===== src/cte_pkg.sv =====
// Shared constants, command codes and control structs for the clique table.
`default_nettype none
package cte_pkg;

    localparam int CAPACITY    = 1024;
    localparam int NODE_BITS   = 8;
    localparam int CLIQUE_SIZE = 7;
    localparam int ADDR_W      = $clog2(CAPACITY);
    localparam int LEVEL_W     = $clog2(CAPACITY + 1);
    localparam int COUNT_W     = 11;
    localparam int ENTRY_W     = CLIQUE_SIZE * NODE_BITS + 1;

    localparam logic CMD_ADD   = 1'b0;
    localparam logic CMD_COUNT = 1'b1;

    localparam logic STATUS_OK   = 1'b0;
    localparam logic STATUS_FULL = 1'b1;

    typedef struct packed {
        logic accept;
        logic rd_issue;
        logic load_out;
    } cte_cmd_t;

    typedef struct packed {
        logic empty;
        logic full;
        logic last_addr;
    } cte_stat_t;

endpackage
`default_nettype wire


===== src/cte_ctrl.sv =====
// Controller: command sequencing, table walk and output register handshake.
`default_nettype none
module cte_ctrl (
    input  wire logic               clk,
    input  wire logic               rst_n,
    input  wire logic               in_valid,
    output logic                    in_ready,
    input  wire logic               cmd,
    output logic                    out_valid,
    input  wire logic               out_ready,
    output cte_pkg::cte_cmd_t       ctl,
    input  wire cte_pkg::cte_stat_t stat
);

    localparam logic [1:0] ST_IDLE   = 2'd0;
    localparam logic [1:0] ST_WALK   = 2'd1;
    localparam logic [1:0] ST_DRAIN  = 2'd2;
    localparam logic [1:0] ST_FINISH = 2'd3;

    logic [1:0] state_reg;
    logic [1:0] state_next;
    logic       out_valid_reg;
    logic       out_valid_next;

    assign in_ready  = (state_reg == ST_IDLE);
    assign out_valid = out_valid_reg;

    always_comb
    begin
        state_next   = state_reg;
        ctl.accept   = 1'b0;
        ctl.rd_issue = 1'b0;
        ctl.load_out = 1'b0;
        unique case (state_reg)
            ST_IDLE:
            begin
                if (in_valid)
                begin
                    ctl.accept = 1'b1;
                    if (cmd == cte_pkg::CMD_COUNT && !stat.empty)
                    begin
                        state_next = ST_WALK;
                    end
                    else
                    begin
                        state_next = ST_FINISH;
                    end
                end
            end
            ST_WALK:
            begin
                ctl.rd_issue = 1'b1;
                if (stat.last_addr)
                begin
                    state_next = ST_DRAIN;
                end
            end
            ST_DRAIN:
            begin
                state_next = ST_FINISH;
            end
            ST_FINISH:
            begin
                if (!out_valid_reg || out_ready)
                begin
                    ctl.load_out = 1'b1;
                    state_next   = ST_IDLE;
                end
            end
            default:
            begin
                state_next = ST_IDLE;
            end
        endcase
    end

    always_comb
    begin
        out_valid_next = out_valid_reg;
        if (ctl.load_out)
        begin
            out_valid_next = 1'b1;
        end
        else if (out_ready)
        begin
            out_valid_next = 1'b0;
        end
    end

    always_ff @(posedge clk or negedge rst_n)
    begin
        if (!rst_n)
        begin
            state_reg     <= ST_IDLE;
            out_valid_reg <= 1'b0;
        end
        else
        begin
            state_reg     <= state_next;
            out_valid_reg <= out_valid_next;
        end
    end

endmodule
`default_nettype wire


===== config.mk =====
export PLATFORM = sky130hd
export DESIGN_NAME = cte_ctrl
export DESIGN_NICKNAME = d
export VERILOG_FILES = /design/src/cte_pkg.sv /design/src/cte_ctrl.sv
export SDC_FILE = /design/constraint.sdc
export NUM_CORES = 1
export LEC_CHECK = 0
export ABC_AREA = 1
export BUFFER_PORTS_ARGS = -buffer_cell sky130_fd_sc_hd__buf_2
export CORE_AREA = 10 10 47 49
export DETAILED_ROUTE_END_ITERATION = 10
export DIE_AREA = 0 0 57 59
export GPL_TIMING_DRIVEN = 0
export MAX_ROUTING_LAYER = met4
export PLACE_DENSITY = 0.44
export SLEW_MARGIN = 20
export SYNTH_ARGS = -nofsm -noshare
export SYNTH_HDL_FRONTEND = slang
export SYNTH_SLANG_ARGS = --single-unit

===== constraint.sdc =====
create_clock -name clk -period 3.19 [get_ports clk]
set_input_delay 0.4785 -clock clk [delete_from_list [all_inputs] [get_ports clk]]
set_output_delay 0.4785 -clock clk [all_outputs]
set_load 0.005 [all_outputs]

### After elaboration in Yosys (flattened, before gate mapping)

Index checks and enable logic that the tools add are counted.

| word-level totals | value |
|---|---|
| flip-flop bits (word level) | 3 |
| bits in latches | 0 |
| memory bits (writable) | 0 |
| memory bits (read-only) | 0 |
| input bits | 8 |
| output and inout bits | 5 |
| memories kept | 0 |

| cells by class | value |
|---|---|
| add/subtract/negate cells | 0 |
| multiply operators | 0 |
| div/mod/pow operators | 0 |
| $lt $le $gt $ge | 0 |
| eq/ne operators | 6 |
| shifts and indexed selects | 0 |
| multiplexer cells | 12 |
| bitwise gates (word level) | 0 |
| reduce and logical (&&, ||, !) cells | 7 |

Operators with widths:

| kind | count |
|---|---|
| two-way mux 2 bit | 4 |
| one-hot mux 2 bit (4 select lines) | 1 |
| two-way mux 1 bit | 7 |
| inequality test 2 bit (second input constant) | 3 |
| == test 2 bit (second input constant) | 2 |
| AND reduction 3 bit | 1 |
| == test 2 x 1 -> 1 bit (second input constant) | 1 |
| logical NOT 1 bit | 2 |
| logical NOT 2 bit | 1 |
| nonzero test 2 bit | 1 |
| logical AND 1 bit | 1 |
| logical OR 1 bit | 1 |

### Longest topological paths before layout

Gate-level depths: netlist of run 1.

| depth | value |
|---|---|
| depth after elaboration | 5 |
| gate-level depth with buffers | 7 |
| depth with buffers taken out | 7 |

### Least setup slack after synthesis of run 1

Ideal clock, no wire load.

| timing path | value |
|---|---|
| kind | register -> output |
| from | reg state_reg[0] |
| to | out ctl[0] (netlist name) |
| data arrival time | 834 ps |
| data required time | 2,711 ps |
| path slack | 1,878 ps |
| cell stages (with the launch flop) | 5 |
| path through | dfrtp_1 -> ha_1 -> inv_1 -> a21oi_1 -> buf_4 |

RTL lines:

| what | line | RTL |
|---|---|---|
| start, declared | cte_ctrl.sv:20 | `logic [1:0] state_reg;` |
| start signal, assigned | cte_ctrl.sv:99 | `state_reg <= state_next;` |
| end, declared | cte_ctrl.sv:11 | `output cte_pkg::cte_cmd_t ctl,` |

==> results of run 1 <==
per-stage QoR:
stage	setup slack, ns	util (%)	instance area [um2]	hold slack, ns	cells
after global placement	1.73	24.4	342	0.276	66
after global routing	1.39	26.3	368	0.0361	70
after floorplan	1.88	-	267	0.183	39
final	1.49	26.3	368	0.0388	70
after detailed placement	1.73	24.4	342	0.276	66
after CTS	1.48	26.3	368	0.0313	70
cells by family (layout without fill, tap and decap cells):
logic type                 count (synthesis)  count (layout)  share of synthesized area, %
adders and majority gates                  4               4                          18.8
and+or+nand+nor                           18              18                          31.0
buffers and inverters                     12              27                          18.3
AOI/OAI and AO/OA                          2               2                          3.75
DFF                                        3               3                          28.2
worst max-delay path, delay by kind of cell (launching register included):
family,cells,cell delay (ns)
buf+inv,3,0.30
compound gates,1,0.04
fa+ha+maj,1,0.23
flops,1,0.40
cells in the mapped netlist:
cell,number,area [um2]
nand2_1,12,45.0
inv_1,11,41.3
ha_1,4,50.1
dfrtp_1,3,75.1
nand2_2,2,12.5
a21oi_1,1,5.00
buf_4,1,7.51
nand3_1,1,5.00
nand3_2,1,10.0
nand4_1,1,6.26
nor2_1,1,3.75
o21ai_0,1,5.00
cell type report:
class	instances	share of cell area [%]
Multi-Input combinational cell	24	38.8
Sequential cell	3	20.4
Timing Repair Buffer	11	15.0
Inverter	11	11.2
Clock buffer	4	7.14
Tap cell	16	5.44
Buffer	1	2.04
how the worst min path moves through the flow:
stage | startpoint | endpoint | slack [ns]
finish | rst_n | state_reg[1] | 0.04
global route | rst_n | state_reg[0] | 0.04
global placement | rst_n | out_valid | 0.28
detailed placement | rst_n | out_valid | 0.28
floorplan | rst_n | out_valid | 0.18
CTS | rst_n | state_reg[1] | 0.03
where the power goes:
part / switching (mW) / internal [mW]
combinational: 0.0987 / 0.0818
sequential: 0.0203 / 0.0586
clock: 0.0171 / 0.0467
routing by layer:
metal	vias to the layer above	global-route usage, %
met5	-	-
met4	0	4.03
met3	0	1.50
met2	7	6.05
met1	95	4.31
li1	143	-
==> results_dict.tcl, run 1 <==
set metrics [dict create \
    status "complete, no violations" \
    power.density_mw_per_mm2 878 \
    hp-class "primary input to asynchronous set/reset pin" \
    die_area_mm2 0.00336 \
    areaGrowthSynthToFinish_pct 38.0 \
    path_clk_slew_ns 0.03 \
    hold_viol_final 0 \
    clkLatencyLatePin_ns 0.23 \
    power_leakage_nw 0.249 \
    cts_tree "done" \
    slew_violations 0 \
    drtAntennaViolNets 0 \
    hold_buffers 0 \
    end_kind "output port" \
    route.layer.met1.wl_um 290 \
    dr.pass1.iters 1 \
    rows 14 \
    antennaDiodeCount 0 \
    crit_end "ctl[0]" \
    globalRouteOverflowTotal 0 \
    grt_max_degree 6 \
    fin_crit_sh_pct 53.1 \
    nets 67 \
    wl_um 587 \
    crit-reg2reg-launch "state_reg[0]" \
    grtUsageTotal_pct 4.19 \
    max_slew.worst_pin.slew_ns 0.179 \
    start_kind "register" \
    path_class "register to output port" \
    rsz0062_at_grt "no" \
    setup_violations 0 \
    initial_core_util_pct 19.0 \
    cp-startpoint "state_reg[0]" \
    grt_pass1_vias 260 \
    wl_met2_um 261 \
    worstPathArrival_ns 1.22 \
    n_fill_cell 170 \
    cts_root_buf "clkbuf_4" \
    critPathMaxFanout 4 \
    r2r_cells 7 \
    wl_per_cell_um 8.39 \
    hpwlAfterDp_um 503 \
    cts_buffers 3 \
    total_power_mw 0.323 \
    synth.net_count 51 \
    cts.path.max_buffers 2 \
    cts_resized 0 \
    portBuffers 11 \
    netlist_area_um2 267 \
    clkSinkCount 3 \
    ys_types 12 \
    r2r-end "state_reg[1]" \
    die_w_um 57 \
    core_mm2 0.00140 \
    cp.required_ns 2.71 \
    ff_latch_area_um2 75.1 \
    drive_gt1_share_pct 33.3 \
    ys_seq_area_share_pct 28.2 \
    die_h_um 59 \
    topRoutingLayerUsed "met3" \
    final_common_cell "nand2_1" \
    avgSynthCellArea_um2 6.83 \
    tns_ns 0 \
    largest_register_ffs 2 \
    max_cap_violations 0 \
    fin_skew_ns 0.000692 \
    fmax_mhz 590 \
    crit_chain "ha_1, inv_1, a21oi_1, buf_4, buf_2" \
    ir_worst_vdd_mv 0.227 \
    via_count 245 \
    cts_setup_buffers 0 \
    io_pins 13 \
    first_iter_violations 0 \
    slowest_stage "dfrtp_1" \
    max-slew-margin-rel_pct 88.1 \
    reg2reg_setup_slack_ns 2.03 \
    vias_per_cell 3.50 \
    period_minus_slack_ns 1.70 \
    antenna_found_initial 0 \
    synth_cells 39 \
    grt_pass1_wl_um 1090 \
    gp_congestion 0.644 \
    drc 0 \
    routed-wl-met3_um 34 \
    crit_path_max_incr_delay_ns 0.40 \
    multi_input_area_um2 143 \
    ys.warnings.count 0 \
    ys_ff_latch 3 \
    cts_max_level 1 \
    layout_common_cells "nand2_1 (12), inv_1 (11), buf_2 (11)" \
]
Power figures use the tool's default switching activity.
==> run 2: changes to the inputs <==
==> constraint.sdc (replaced) <==
create_clock -name clk -period 1.65 [get_ports clk]
set_input_delay 0.2475 -clock clk [delete_from_list [all_inputs] [get_ports clk]]
set_output_delay 0.2475 -clock clk [all_outputs]
set_load 0.005 [all_outputs]
==> run 2 against run 1 <==
Effect of this change: sequential power is 93% higher; hold slack better by 0.25 ns; via count is 1.6% higher; first-iteration DRC count stayed put; routed wire length is 0.51% higher; clock power is 93% higher; global-route usage hardly changed; largest cell class unchanged; highest routed layer unchanged.
==> results_dict.tcl, run 2 (synthesis gave the netlist of run 1 again) <==
set metrics [dict create \
    status "complete, no violations" \
    tns_ns 0 \
    die_w_um 57 \
    placedCellCount 66 \
    hpwlAfterDp_um 503 \
    critPathMaxFanout 4 \
    cts_tree "done" \
    final_common_cell "nand2_1" \
    crit_path_max_incr_delay_ns 0.40 \
    place_area_um2 342 \
    ir_worst_vdd_mv 0.439 \
    grtUsageTotal_pct 4.23 \
    slew_violations 0 \
    first_iter_violations 0 \
    grt_max_degree 6 \
    max_slew.worst_pin.slew_ns 0.179 \
    power_leakage_nw 0.253 \
    rows 14 \
    portBuffers 11 \
    largest_register_ffs 2 \
    rsz0062_at_grt "no" \
    cp.required_ns 1.40 \
    drc 0 \
    power.density_mw_per_mm2 1660 \
    slowest_stage "dfrtp_1" \
    worstHoldStart "out_ready" \
    fin_skew_ns 0.000692 \
    cts_root_buf "clkbuf_4" \
    path_class "register to output port" \
    critPathTopFamily "flip-flops" \
    initial_core_util_pct 19.0 \
    globalRouteOverflowTotal 0 \
    n_fill_cell 170 \
    setup_violations 0 \
    die_h_um 59 \
    vias_per_cell 3.51 \
    fmax_mhz 683 \
    clkLatencyLatePin_ns 0.23 \
    areaGrowthSynthToFinish_pct 41.8 \
    io_pins 13 \
    critPathBufInv 3 \
    core_mm2 0.00140 \
    clkSinkCount 3 \
    fin_crit_sh_pct 88.7 \
    crit_chain "ha_1, inv_1, a21oi_1, buf_4, buf_2" \
    cts_max_level 1 \
    crit-reg2reg-launch "state_reg[0]" \
    cts.path.max_buffers 2 \
    layout_common_cells "nand2_1 (12), inv_1 (11), buf_2 (11)" \
    period_minus_slack_ns 1.46 \
    start_kind "register" \
    wl_per_cell_um 8.31 \
    drive_gt1_share_pct 32.7 \
    grt_pass1_vias 263 \
    cts_buffers 3 \
    wl_um 590 \
    gp_congestion 0.644 \
    max_cap_violations 0 \
    hp-class "primary input to register" \
    finalInstanceArea_um2 378 \
    hold_viol_final 0 \
    drtAntennaViolNets 0 \
    path_clk_slew_ns 0.03 \
    worstPathArrival_ns 1.22 \
    max-slew-margin-rel_pct 88.1 \
    grt_pass1_wl_um 1100 \
    post-place-ws_ns 0.421 \
    via_count 249 \
    antenna_found_initial 0 \
    die_area_mm2 0.00336 \
    antennaDiodeCount 0 \
    dr.pass1.iters 1 \
    fin_ws_ns 0.186 \
    end_kind "output port" \
    nets 68 \
    fin_cells 71 \
    cp-startpoint "state_reg[0]" \
    fin_util_pct 27.0 \
]
==> run 2: changes by cell type in the layout (fill, tap and decap cells not counted) <==
cell and change:
dlygate4sd3_1 +1
==> run 2: cell type report <==
type	instances	area [um2]	area share, %
Inverter	11	41.3	10.9
Clock buffer	4	26.3	6.95
Tap cell	16	20.0	5.30
Multi-Input combinational cell	24	143	37.7
Timing Repair Buffer	12	65.1	17.2
Sequential cell	3	75.1	19.9
Buffer	1	7.51	1.99
==> run 2: per-layer routing <==
metal / vias to the layer above / GRT usage (%) / part of all wire [%] / wire length, um
met5: - / - / 0 / 0
met1: 97 / 4.43 / 50 / 294
met4: 0 / 4.03 / 0 / 0
met2: 7 / 6.05 / 44 / 261
li1: 145 / - / - / -
met3: 0 / 1.50 / 5.8 / 34
==> run 2: final timing paths <==
check	end	slack, ns	depth (start not counted)
min in group asynchronous	state_reg[1]	0.35	2
hold reg to reg	out_valid	0.53	2
setup reg to reg	state_reg[1]	0.49	7
max in group asynchronous	out_valid	1.20	2
setup / recovery	ctl[0]	0.19	5
hold / removal	out_valid	0.29	4
==> run 2: what timing repair did <==
item | in CTS | in global routing
buffers inserted | 0 | 0
resized for setup | 0 | 0
hold buffers | 1 | 0
hold endpoints to repair | 3 | 0
==> run 2: per-stage QoR <==
| stage | hold slack, ns | power (mW) |
|---|---|---|
| after detailed placement | 0.0454 | 0.510 |
| after CTS | 0.285 | 0.645 |
| after global routing | 0.346 | 0.712 |
| after global placement | 0.0446 | 0.511 |
| after floorplan | -0.0481 | 0.396 |
| final | 0.293 | 0.626 |
==> run 2: worst register-to-register path: cells and delay by family, from the launching register on <==
family	cells	cell delay, ns
fa+ha+maj	1	0.24
simple gates	4	0.23
flops	1	0.40
buf+inv	2	0.17
==> run 2: where the power goes <==
part / total, mW / internal, mW / switching [mW]
sequential: 0.152 / 0.113 / 0.0392
clock: 0.123 / 0.0903 / 0.0330
combinational: 0.351 / 0.160 / 0.191
